===== src/sv/msct_pkg.sv =====
// Shared types and constants for the multi-slot callback timer.
`timescale 1ns / 1ps

package msct_pkg;

    // Operation codes of an input word
    localparam logic [1:0] OP_OVERFLOW = 2'd0;
    localparam logic [1:0] OP_SET      = 2'd1;
    localparam logic [1:0] OP_CLEAR    = 2'd2;

    // Result kinds
    localparam logic KIND_SET  = 1'b0;
    localparam logic KIND_FIRE = 1'b1;

    // Fired slots reported per tick, and width of the report counter
    localparam int COUNT_W     = 4;
    localparam int MAX_RESULTS = 8;

    // Reset value of the prescaler and of its reload register
    localparam logic [7:0] PRESCALE_RESET = 8'd5;

    // Register addresses (word index taken from paddr[2])
    localparam logic REG_OVERFLOWS_PER_TICK = 1'b0;

    // One slot entry as stored in the slot memory
    typedef struct packed {
        logic        repeats;
        logic [15:0] period;
        logic [15:0] countdown;
    } slot_word_t;

endpackage


===== src/sv/msct_ram.sv =====
// Generic single-write, single-read RAM with registered read data.
`timescale 1ns / 1ps

module msct_ram #(
    parameter int WIDTH = 33,
    parameter int DEPTH = 8
) (
    input  logic                     clk,
    input  logic                     wr_en,
    input  logic [$clog2(DEPTH)-1:0] wr_addr,
    input  logic [WIDTH-1:0]         wr_data,
    input  logic                     rd_en,
    input  logic [$clog2(DEPTH)-1:0] rd_addr,
    output logic [WIDTH-1:0]         rd_data
);

    logic [WIDTH-1:0] mem [DEPTH];
    logic [WIDTH-1:0] rd_data_reg;

    // Write port
    always_ff @(posedge clk)
    begin
        if (wr_en)
        begin
            mem[wr_addr] <= wr_data;
        end
    end

    // Registered read port
    always_ff @(posedge clk)
    begin
        if (rd_en)
        begin
            rd_data_reg <= mem[rd_addr];
        end
    end

    assign rd_data = rd_data_reg;

endmodule


===== src/sv/multi_slot_callback_timer.sv =====
// Top level of the multi-slot callback timer: sequencer, slot memory and APB register.
`timescale 1ns / 1ps

// A table of NUM_SLOTS timer slots driven by commands. start is taken when busy is low;
// opcode selects an overflow event, a set or a clear. The next word is taken at the end of
// the first cycle with busy low. Set walks the active flags from slot 0, one slot per
// cycle, and claims the first free slot below the last one (else the last slot), then
// shows its result word. Clear, an overflow that does not tick, and unused opcodes finish
// in the dispatch state. A tick walks every slot through the slot memory's single read
// port, one slot per cycle behind the registered read, and after the walk shows the final
// word when any slot fires. Each result word sits on kind, slot and last for exactly one
// cycle with strobe high; the receiver cannot stall it, and busy stays high until the
// final word of an item has been shown. Up to MAX_RESULTS fired slots are reported per
// tick, the last one with last set. Active flags live in flops cleared by reset, so no
// clearing pass is needed after reset. overflows_per_tick sits at byte address 0 and takes
// effect at the next prescaler reload.
module multi_slot_callback_timer #(
    parameter int NUM_SLOTS = 8
) (
    input  logic        clk,
    input  logic        rst_n,
    // Command channel
    input  logic        start,
    output logic        busy,
    input  logic [1:0]  opcode,
    input  logic [15:0] period,
    input  logic        repeating,
    input  logic [2:0]  slot_number,
    // Result channel
    output logic        strobe,
    output logic        kind,
    output logic [2:0]  slot,
    output logic        last,
    // APB register port
    input  logic        psel,
    input  logic        penable,
    input  logic        pwrite,
    input  logic [2:0]  paddr,
    input  logic [31:0] pwdata,
    output logic [31:0] prdata,
    output logic        pready
);

    localparam int SLOT_W = $clog2(NUM_SLOTS);
    localparam int CNT_W  = $clog2(NUM_SLOTS + 1);
    localparam int WORD_W = $bits(msct_pkg::slot_word_t);

    typedef enum logic [3:0] {
        ST_IDLE     = 4'b0001,
        ST_DISPATCH = 4'b0010,
        ST_FIND     = 4'b0100,
        ST_TICK     = 4'b1000
    } state_t;

    state_t state_reg, state_next;

    logic [7:0]                  opt_reg, opt_next;
    logic [7:0]                  prescale_reg, prescale_next;
    logic [NUM_SLOTS-1:0]        active_reg, active_next;
    logic [CNT_W-1:0]            idx_reg, idx_next;
    logic                        proc_valid_reg, proc_valid_next;
    logic [SLOT_W-1:0]           proc_idx_reg, proc_idx_next;
    logic                        held_valid_reg, held_valid_next;
    logic [SLOT_W-1:0]           held_slot_reg, held_slot_next;
    logic [msct_pkg::COUNT_W-1:0] count_reg, count_next;

    // Captured command word (payload, no reset)
    logic [1:0]  op_reg, op_next;
    logic [15:0] period_reg, period_next;
    logic        rep_reg, rep_next;
    logic [2:0]  sel_reg, sel_next;

    // Result word
    logic        strobe_reg, strobe_next;
    logic        kind_reg, kind_next;
    logic [2:0]  slot_reg, slot_next;
    logic        last_reg, last_next;

    // Slot memory ports
    logic                 ram_wr_en;
    logic [SLOT_W-1:0]    ram_wr_addr;
    msct_pkg::slot_word_t ram_wr_word;
    logic                 ram_rd_en;
    logic [SLOT_W-1:0]    ram_rd_addr;
    logic [WORD_W-1:0]    ram_rd_data;
    msct_pkg::slot_word_t rd_word;

    logic              accept;
    logic              cfg_write;
    logic [7:0]        pre_dec;
    logic [15:0]       cd_dec;
    logic [SLOT_W-1:0] idx_slot;
    logic [SLOT_W-1:0] clr_slot;

    assign accept    = start && !busy;
    assign busy      = (state_reg != ST_IDLE) || strobe_reg;
    assign cfg_write = psel && penable && pwrite && pready;
    assign pready    = 1'b1;
    assign prdata    = (paddr[2] == msct_pkg::REG_OVERFLOWS_PER_TICK) ? {24'd0, opt_reg} : 32'd0;

    assign strobe = strobe_reg;
    assign kind   = kind_reg;
    assign slot   = slot_reg;
    assign last   = last_reg;

    assign rd_word  = msct_pkg::slot_word_t'(ram_rd_data);
    assign pre_dec  = prescale_reg - 8'd1;
    assign cd_dec   = rd_word.countdown - 16'd1;
    assign idx_slot = idx_reg[SLOT_W-1:0];
    assign clr_slot = SLOT_W'(sel_reg);

    msct_ram #(
        .WIDTH(WORD_W),
        .DEPTH(NUM_SLOTS)
    ) u_slot_ram (
        .clk     (clk),
        .wr_en   (ram_wr_en),
        .wr_addr (ram_wr_addr),
        .wr_data (ram_wr_word),
        .rd_en   (ram_rd_en),
        .rd_addr (ram_rd_addr),
        .rd_data (ram_rd_data)
    );

    // Sequencer
    always_comb
    begin
        state_next      = state_reg;
        opt_next        = opt_reg;
        prescale_next   = prescale_reg;
        active_next     = active_reg;
        idx_next        = idx_reg;
        proc_valid_next = 1'b0;
        proc_idx_next   = proc_idx_reg;
        held_valid_next = held_valid_reg;
        held_slot_next  = held_slot_reg;
        count_next      = count_reg;
        op_next         = op_reg;
        period_next     = period_reg;
        rep_next        = rep_reg;
        sel_next        = sel_reg;
        strobe_next     = 1'b0;
        kind_next       = kind_reg;
        slot_next       = slot_reg;
        last_next       = last_reg;
        ram_wr_en       = 1'b0;
        ram_wr_addr     = idx_slot;
        ram_wr_word     = '{repeats: rep_reg, period: period_reg, countdown: period_reg};
        ram_rd_en       = 1'b0;
        ram_rd_addr     = idx_slot;

        if (cfg_write && (paddr[2] == msct_pkg::REG_OVERFLOWS_PER_TICK))
        begin
            opt_next = pwdata[7:0];
        end

        unique case (state_reg)
            ST_IDLE:
            begin
                // Capture the command word
                if (accept)
                begin
                    op_next     = opcode;
                    period_next = period;
                    rep_next    = repeating;
                    sel_next    = slot_number;
                    state_next  = ST_DISPATCH;
                end
            end
            ST_DISPATCH:
            begin
                idx_next = '0;
                if (op_reg == msct_pkg::OP_SET)
                begin
                    state_next = ST_FIND;
                end
                else if (op_reg == msct_pkg::OP_CLEAR)
                begin
                    // Drop the slot; numbers past the table are ignored
                    if (32'(sel_reg) < NUM_SLOTS)
                    begin
                        active_next[clr_slot] = 1'b0;
                    end
                    state_next = ST_IDLE;
                end
                else if (op_reg == msct_pkg::OP_OVERFLOW)
                begin
                    // Advance the prescaler; a zero starts a tick walk
                    if (pre_dec == 8'd0)
                    begin
                        prescale_next   = opt_reg;
                        count_next      = '0;
                        held_valid_next = 1'b0;
                        state_next      = ST_TICK;
                    end
                    else
                    begin
                        prescale_next = pre_dec;
                        state_next    = ST_IDLE;
                    end
                end
                else
                begin
                    state_next = ST_IDLE;
                end
            end
            ST_FIND:
            begin
                // Claim the first free slot, or the last slot
                if (!active_reg[idx_slot] || (idx_reg == CNT_W'(NUM_SLOTS - 1)))
                begin
                    ram_wr_en              = 1'b1;
                    active_next[idx_slot]  = (period_reg != 16'd0);
                    strobe_next            = 1'b1;
                    kind_next              = msct_pkg::KIND_SET;
                    slot_next              = 3'(idx_slot);
                    last_next              = 1'b1;
                    state_next             = ST_IDLE;
                end
                else
                begin
                    idx_next = idx_reg + CNT_W'(1);
                end
            end
            ST_TICK:
            begin
                // Issue the read of the next slot
                if (idx_reg != CNT_W'(NUM_SLOTS))
                begin
                    ram_rd_en       = 1'b1;
                    proc_valid_next = 1'b1;
                    proc_idx_next   = idx_slot;
                    idx_next        = idx_reg + CNT_W'(1);
                end

                // Count down the slot whose word came back
                if (proc_valid_reg && active_reg[proc_idx_reg])
                begin
                    ram_wr_en   = 1'b1;
                    ram_wr_addr = proc_idx_reg;
                    ram_wr_word = '{repeats: rd_word.repeats, period: rd_word.period,
                                    countdown: cd_dec};
                    if (cd_dec == 16'd0)
                    begin
                        if (rd_word.repeats)
                        begin
                            ram_wr_word.countdown = rd_word.period;
                        end
                        else
                        begin
                            active_next[proc_idx_reg] = 1'b0;
                        end
                        // Hold the newest fired slot; release the one before it
                        if (count_reg < msct_pkg::COUNT_W'(msct_pkg::MAX_RESULTS))
                        begin
                            if (held_valid_reg)
                            begin
                                strobe_next = 1'b1;
                                kind_next   = msct_pkg::KIND_FIRE;
                                slot_next   = 3'(held_slot_reg);
                                last_next   = 1'b0;
                            end
                            held_valid_next = 1'b1;
                            held_slot_next  = proc_idx_reg;
                            count_next      = count_reg + msct_pkg::COUNT_W'(1);
                        end
                    end
                end

                // Finish the walk and flush the held slot as the final word
                if ((idx_reg == CNT_W'(NUM_SLOTS)) && !proc_valid_reg)
                begin
                    if (held_valid_reg)
                    begin
                        strobe_next     = 1'b1;
                        kind_next       = msct_pkg::KIND_FIRE;
                        slot_next       = 3'(held_slot_reg);
                        last_next       = 1'b1;
                        held_valid_next = 1'b0;
                    end
                    state_next = ST_IDLE;
                end
            end
            default:
            begin
                state_next = ST_IDLE;
            end
        endcase
    end

    // Control state
    always_ff @(posedge clk or negedge rst_n)
    begin
        if (!rst_n)
        begin
            state_reg      <= ST_IDLE;
            opt_reg        <= msct_pkg::PRESCALE_RESET;
            prescale_reg   <= msct_pkg::PRESCALE_RESET;
            active_reg     <= '0;
            idx_reg        <= '0;
            proc_valid_reg <= 1'b0;
            held_valid_reg <= 1'b0;
            count_reg      <= '0;
            strobe_reg     <= 1'b0;
        end
        else
        begin
            state_reg      <= state_next;
            opt_reg        <= opt_next;
            prescale_reg   <= prescale_next;
            active_reg     <= active_next;
            idx_reg        <= idx_next;
            proc_valid_reg <= proc_valid_next;
            held_valid_reg <= held_valid_next;
            count_reg      <= count_next;
            strobe_reg     <= strobe_next;
        end
    end

    // Payload registers
    always_ff @(posedge clk)
    begin
        proc_idx_reg  <= proc_idx_next;
        held_slot_reg <= held_slot_next;
        op_reg        <= op_next;
        period_reg    <= period_next;
        rep_reg       <= rep_next;
        sel_reg       <= sel_next;
        kind_reg      <= kind_next;
        slot_reg      <= slot_next;
        last_reg      <= last_next;
    end

endmodule


===== config.mk =====
export PLATFORM = sky130hd
export DESIGN_NAME = multi_slot_callback_timer
export DESIGN_NICKNAME = d
export VERILOG_FILES = /design/src/sv/msct_pkg.sv /design/src/sv/msct_ram.sv /design/src/sv/multi_slot_callback_timer.sv
export SDC_FILE = /design/constraint.sdc
export NUM_CORES = 1
export LEC_CHECK = 0
export ABC_AREA = 1
export BUFFER_PORTS_ARGS = -buffer_cell sky130_fd_sc_hd__buf_2
export CORE_AREA = 2 2 247 298
export DETAILED_ROUTE_END_ITERATION = 16
export DIE_AREA = 0 0 249 300
export GPL_ROUTABILITY_DRIVEN = 0
export SLEW_MARGIN = 30
export SYNTH_ARGS = -nofsm -noshare
export SYNTH_HDL_FRONTEND = slang
export SYNTH_HIERARCHICAL = 1
export SYNTH_SLANG_ARGS = --single-unit

===== constraint.sdc =====
create_clock -name clk -period 6.66 [get_ports clk]
set_input_delay 1.332 -clock clk [delete_from_list [all_inputs] [get_ports clk]]
set_output_delay 1.332 -clock clk [all_outputs]
set_load 0.05 [all_outputs]

==> results of run 1 <==
## final cells by class
type,count,area share
sequential,369,0.544
clock inverter,19,0.00893
timing repair buffer,70,0.0200
clock buffer,43,0.0473
tap,935,0.0584
inverter,369,0.0693
multi-input combinational,1126,0.252
## cells in the final DEF (no fill, tap or decap), drive strengths merged, types with 3 or more instances in the layout
cell,netlist,layout
a21oi,14,14
buf,83,70
bufinv,0,3
clkbuf,17,43
clkinv,1,14
clkinvlp,0,3
conb,2,25
dfrtp,34,34
dfstp,5,5
edfxtp,330,330
ha,10,10
inv,368,368
nand2,636,636
nand3,201,201
nand3b,6,6
nand4,33,33
nor2,92,92
nor3,6,6
nor4,5,5
o21ai,74,74
xnor2,3,3
xor2,7,7
## stage by stage
stage | cells | utilization | hold slack, ns | setup WS, ns | area [um2]
2_1_floorplan | 1964 | - | 0.421 | 2.94 | 17900
3_3_place_gp | 2869 | 0.263 | 0.466 | 2.38 | 18900
3_5_place_dp | 2869 | 0.264 | 0.475 | 2.40 | 18900
4_1_cts | 2931 | 0.279 | 0.489 | 2.37 | 20000
5_1_grt | 2931 | 0.279 | 0.517 | 2.02 | 20000
6_report | 2931 | 0.279 | 0.491 | 2.36 | 20000
## cell families (layout without fill, tap and decap cells)
group	after synthesis	count (layout)	share of synthesized area
simple gates	981	981	0.232
buf+inv	469	501	0.114
flops	369	369	0.612
compound gates	100	100	0.0302
fa+ha+maj	10	10	0.00703
xor+xnor	10	10	0.00492
other cells	2	25	0.000422
## how the worst min path moves through the flow
stage                                   start                          to  slack, ns  depth (start not counted)
floorplan           proc_idx_reg[1]$_DFFE_PP_  held_slot_reg[1]$_DFFE_PP_       0.42                          0
global placement    active_reg[4]$_DFFE_PN0P_   active_reg[4]$_DFFE_PN0P_       0.47                          2
detailed placement  active_reg[4]$_DFFE_PN0P_   active_reg[4]$_DFFE_PN0P_       0.47                          2
CTS                 active_reg[4]$_DFFE_PN0P_   active_reg[4]$_DFFE_PN0P_       0.49                          2
global route        active_reg[4]$_DFFE_PN0P_   active_reg[4]$_DFFE_PN0P_       0.52                          2
finish              active_reg[4]$_DFFE_PN0P_   active_reg[4]$_DFFE_PN0P_       0.49                          2
## routing by layer
layer | vias to the layer above | share of wire | GRT usage
li1 | 6184 | - | -
met1 | 5844 | 0.41 | 0.130
met2 | 288 | 0.50 | 0.200
met3 | 84 | 0.047 | 0.0141
met4 | 0 | 0.039 | 0.0476
met5 | - | 0 | 0
## power by group through the flow
| stage | sequential (mW) | combinational [mW] | clock (mW) |
|---|---|---|---|
| floorplan | 2.77 | 0.808 | 0 |
| CTS | 2.76 | 0.985 | 2.03 |
| detailed placement | 2.81 | 0.979 | 0 |
| finish | 2.76 | 0.971 | 1.98 |
| global route | 2.77 | 1.11 | 2.11 |
| global placement | 2.81 | 0.968 | 0 |
## worst max-delay path: stages (launching register included)
cell and delay, ns:
edfxtp_1 0.58, inv_1 0.23, nand2_1 0.07, a21oi_1 0.12, o21ai_1 0.12, a21boi_2 0.32
inv_2 0.11, nor2_4 0.14, buf_4 0.55, o21ai_0 0.27, inv_1 0.12, nand2_1 0.13
nor2_4 0.77, buf_4 0.40
==> metrics.md, run 1 <==
| Metric | Value |
|---|---|
| Final setup TNS | `0 ns` |
| Clk_skew | `0.0229 ns` |
| Post-CTS Resized | `0` |
| # clock sinks | `369` |
| DRT Pass-1 Iters | `5` |
| Peak supply drop | `228 uV` |
| RSZ-0062 raised after global routing | `no` |
| Sw frac | `0.284` |
| Worst Setup SP | `proc_idx_reg[0]$_DFFE_PP_` |
| GRT Total Usage | `0.110` |
| Vias in the first global route | `11700` |
| Number of flip-flops in the largest register | `264` |
| Die Height | `300 um` |
| DRC | `0` |
| Bufs on Longest Clock Path | `3` |
| Io pins | `103` |
| Dpl hpwl | `25.0 mm` |
| Worst Max-Slew Pin Slew | `0.952 ns` |
| Routed vias/inst | `4.23` |
| Critical path endpoint category | `register` |
| Max cap viols | `0` |
| CTS tree | `done` |
| Synth async-reset ratio | `0.106` |
| Status | `finished, final reports clean` |
| P_int | `4.09 mW` |
| Mean post-synth cell area | `9.17 um2` |
| Crit Reg-Reg Startpoint | `proc_idx_reg[0]$_DFFE_PP_` |
| Sequential fraction of the synthesis area | `0.612` |
| Crit-path max FO | `66` |
| Row cnt | `108` |
| NumNets Final | `2044` |
| Clock Latency Late Sink | `0.53 ns` |
| Worst Setup EP | `u_slot_ram/mem[2][6]$_DFFE_PP_` |
| Area grow syn2layout | `12.6%` |
| Yosys top cell by area | `edfxtp_1` |
| Slew Viols, Final | `0` |
| Crit Reg-Reg Endpoint | `u_slot_ram/mem[2][6]$_DFFE_PP_` |
| Iteration-0 DRC Markers | `721` |
| Most used DFF post-synth | `edfxtp_1` |
| Hold buffers post-CTS | `0` |
| Critical Path RT | `6.87 ns` |
| Port buffer count | `51` |
| Yosys cell types | `41` |
| Most common cell in the netlist | `nand2_1` |
| Initial antenna violation count | `0` |
| R2R depth | `13` |
| Fin crit share | `0.645` |
| CP startpoint kind | `register` |
| GRT overflow | `0` |
| CTS Buf Count | `35` |
| Number of flops mapped to enable cells by yosys | `330` |
| Post-CTS Setup Repair Bufs | `0` |
| Crit Path Category | `reg -> reg` |
| Layout cells sized above 1 | `0.0812` |
| Register share of total power | `0.483` |
| Top post-synthesis cells by area | `edfxtp_1 (56%), nand2_1 (13%), inv_1 (7.7%), nand3_1 (5.7%), dfrtp_1 (4.8%)` |
| Antenna Nets Post-Route | `0` |
| Tot Pwr | `5.71 mW` |
| P_sw | `1.62 mW` |
| CTS clk-pin slew, worst paths | `0.07 ns` |
| Final min period | `4.30 ns` |
| Starting density of the core | `0.248` |
| Top post-synthesis cells by count | `nand2_1 (632), inv_1 (365), edfxtp_1 (330)` |
| Multi-input logic area | `5050 um2` |
| Largest net degree at the start of global routing | `79` |
| Total core area | `71800 um2` |
| Relative slew slack | `0.359` |
| Ant diodes | `0` |
| Mapped Area | `17800 um2` |
| Die W | `249 um` |
| Sequential cell area | `10900 um2` |
| WP data arrival | `4.50 ns` |
| Final setup violation count | `0` |
| DR WL/cell | `14.1 um` |
| Reg2Reg Setup Slack | `2.36 ns` |
| Clock power share | `0.347` |
| PD cells | `285 nW/um2` |
| Comb power frac | `0.170` |
| YS warnings | `6` |
| Via Count | `12400` |
| Fillers | `7538` |
| Die area | `74700 um2` |
| Fmax | `0.233 GHz` |
| Clock tree root driver cell | `clkbuf_16` |
| Tightest Hold Check Type | `reg -> reg` |
| Flops & latches, synth | `369` |
| Cells after Synth | `1941` |
| Fin. Hold Viols | `0` |
| First-pass GRT wire length | `64.6 mm` |
| H-tree Lvls | `2` |
| Pleak | `8.60 nW` |
| Drt total wl | `41.2 mm` |
| Top cell type's share of synthesized area | `0.557` |
Note: power is estimated with default switching activity, not from simulation.
==> run 2, diff against run 1 <==
==> constraint.sdc (replaced) <==
create_clock -name clk -period 4.5 [get_ports clk]
set_input_delay 0.9 -clock clk [delete_from_list [all_inputs] [get_ports clk]]
set_output_delay 0.9 -clock clk [all_outputs]
set_load 0.05 [all_outputs]
==> metrics.md, run 2 (synthesized netlist as in run 1, its figures left out) <==
| Metric | Value |
|---|---|
| Bufs on Longest Clock Path | `3 (unchanged)` |
| Fin crit share | `0.779 (+0.134)` |
| Via Count | `12400 (+0.31%)` |
| Fmax | `0.285 GHz (+23%)` |
| Status | `finished, final reports clean` |
| Post-CTS Resized | `0 (unchanged)` |
| Iteration-0 DRC Markers | `842 (+17%)` |
| Crit Path Category | `reg -> reg` |
| Antenna Nets Post-Route | `0 (unchanged)` |
| CTS tree | `done` |
| H-tree Lvls | `2 (unchanged)` |
| Post-Route M1 WL | `16.8 mm (-1.3%)` |
| NumNets Final | `2052 (+0.39%)` |
| Dpl hpwl | `25.1 mm (+0.72%)` |
| Area grow syn2layout | `13.5%` |
| Critical Path RT | `4.72 ns (-2.15 ns)` |
| # clock sinks | `369 (unchanged)` |
| Multi-input logic area | `5050 um2 (unchanged)` |
| Commonest non-fill, non-tap cell in the layout | `nand2_1` |
| DRT Pass-1 Iters | `5 (unchanged)` |
| Initial antenna violation count | `1 (+1)` |
| Number of flip-flops in the largest register | `264 (unchanged)` |
| Routed vias/inst | `4.23 (about the same)` |
| Tightest Hold Check Type | `in -> async` |
| Final setup TNS | `0 ns (unchanged)` |
| Die W | `249 um (unchanged)` |
| Final min period | `3.50 ns (-0.792 ns)` |
| Ant diodes | `0 (unchanged)` |
| Max cap viols | `0 (unchanged)` |
| DR WL/cell | `14.0 um (-0.57%)` |
| Final setup violation count | `0 (unchanged)` |
| Clk_skew | `0.0239 ns (+0.000915 ns)` |
| Clock Latency Late Sink | `0.54 ns (about the same)` |
| First-pass GRT wire length | `64.7 mm (about the same)` |
| Most frequent cells in the layout | `nand2_1 (632), inv_1 (364), edfxtp_1 (330), nand3_1 (201), nor2_1 (74)` |
| Die Height | `300 um (unchanged)` |
| Largest net degree at the start of global routing | `75 (-5.1%)` |
| Routed met2 length | `20.7 mm (about the same)` |
| Row cnt | `108 (unchanged)` |
| Slew Viols, Final | `0 (unchanged)` |
| Sequential cell area | `10900 um2 (unchanged)` |
| Fin. Hold Viols | `0 (unchanged)` |
| CP startpoint kind | `register` |
| Worst Max-Slew Pin Slew | `0.926 ns (-0.0262 ns)` |
| Top Metal Used | `met5` |
| Tot Pwr | `8.58 mW (+50%)` |
| Crit-path max FO | `18 (-73%)` |
| GRT overflow | `0 (unchanged)` |
| WP data arrival | `3.73 ns (-0.77 ns)` |
| CTS clk-pin slew, worst paths | `0.07 ns (about the same)` |
| Port buffer count | `51 (unchanged)` |
| Total core area | `71800 um2 (unchanged)` |
| Clock tree root driver cell | `clkbuf_16` |
| Hold buffers post-CTS | `0 (unchanged)` |
| Post-CTS Setup Repair Bufs | `0 (unchanged)` |
| RSZ-0062 raised after global routing | `no` |
| Starting density of the core | `0.248 (unchanged)` |
| Met3 wire len | `2.14 mm (+11%)` |
| Critical path endpoint category | `register` |
| Post-place setup slack | `0.988 ns (-1.41 ns)` |
| Fillers | `7437 (-1.3%)` |
| Relative slew slack | `0.376 (+0.0168)` |
| PD cells | `425 nW/um2 (+49%)` |
| Layout cells sized above 1 | `0.0838 (+0.00263)` |
| CTS Buf Count | `36 (+2.9%)` |
| Worst Slack Setup Final | `0.995 ns (-1.37 ns)` |
| GRT Total Usage | `0.109 (-0.000537)` |
| DRC | `0 (unchanged)` |
| Peak supply drop | `369 uV (+62%)` |
| Io pins | `103 (unchanged)` |
| Pleak | `8.67 nW (+0.83%)` |
| Die area | `74700 um2 (unchanged)` |
| Vias in the first global route | `11900 (+1.6%)` |
| Drt total wl | `41.1 mm (-0.27%)` |
[run 2: final cells by class]
type | count | share of cell area
Clock buffer | 41 | 0.0455
Clock inverter | 23 | 0.0133
Inverter | 369 | 0.0688
Multi-Input combinational cell | 1126 | 0.250
Sequential cell | 369 | 0.540
Tap cell | 935 | 0.0579
Timing Repair Buffer | 77 | 0.0249
[run 2: path summary, 6_finish.rpt]
| kind | from | endpoint | slack, ns | cells past startpoint |
|---|---|---|---|---|
| setup / recovery | proc_idx_reg[0]$_DFFE_PP_ | u_slot_ram/mem[5][29]$_DFFE_PP_ | 1.0 | 12 |
| hold / removal | rst_n | count_reg[2]$_DFFE_PN0P_ | 0.34 | 1 |
| setup reg to reg | proc_idx_reg[0]$_DFFE_PP_ | u_slot_ram/mem[5][29]$_DFFE_PP_ | 1.0 | 12 |
| hold reg to reg | active_reg[4]$_DFFE_PN0P_ | active_reg[4]$_DFFE_PN0P_ | 0.50 | 2 |
| max in group asynchronous | rst_n | idx_reg[0]$_DFFE_PN0P_ | 3.73 | 1 |
| min in group clk | active_reg[4]$_DFFE_PN0P_ | active_reg[4]$_DFFE_PN0P_ | 0.50 | 2 |
[run 2: metrics by stage]
stage | cells | hold slack (ns) | utilization | area, um2
floorplan | 1964 | 0.421 | - | 17900
global placement | 2876 | 0.465 | 0.265 | 19000
detailed placement | 2876 | 0.475 | 0.265 | 19000
CTS | 2940 | 0.492 | 0.281 | 20200
global route | 2940 | 0.381 | 0.282 | 20200
finish | 2940 | 0.345 | 0.282 | 20200
[run 2: per-layer routing]
| layer | vias to the layer above | track usage |
|---|---|---|
| met2 | 308 | 0.198 |
| met1 | 5812 | 0.128 |
| li1 | 6223 | - |
| met3 | 94 | 0.0179 |
| met4 | 2 | 0.0437 |
| met5 | - | 0 |
[run 2: power breakdown]
part | total, mW | switching [mW] | internal [mW]
Clock | 3.04 | 1.28 | 1.77
Sequential | 4.09 | 0.110 | 3.98
Combinational | 1.44 | 1.05 | 0.390
Total | 8.58 | 2.44 | 6.14
[run 2: worst max-delay path, cell delays in order (launching register included)]
cell and delay, ns:
edfxtp_1 0.58, inv_1 0.24, nand2_1 0.07, a21oi_1 0.13, o21ai_1 0.12, a21boi_2 0.29
inv_2 0.10, nor2_4 0.19, inv_1 0.18, nand2_1 0.11, nand2_1 0.24, nor2_4 0.63
buf_12 0.28
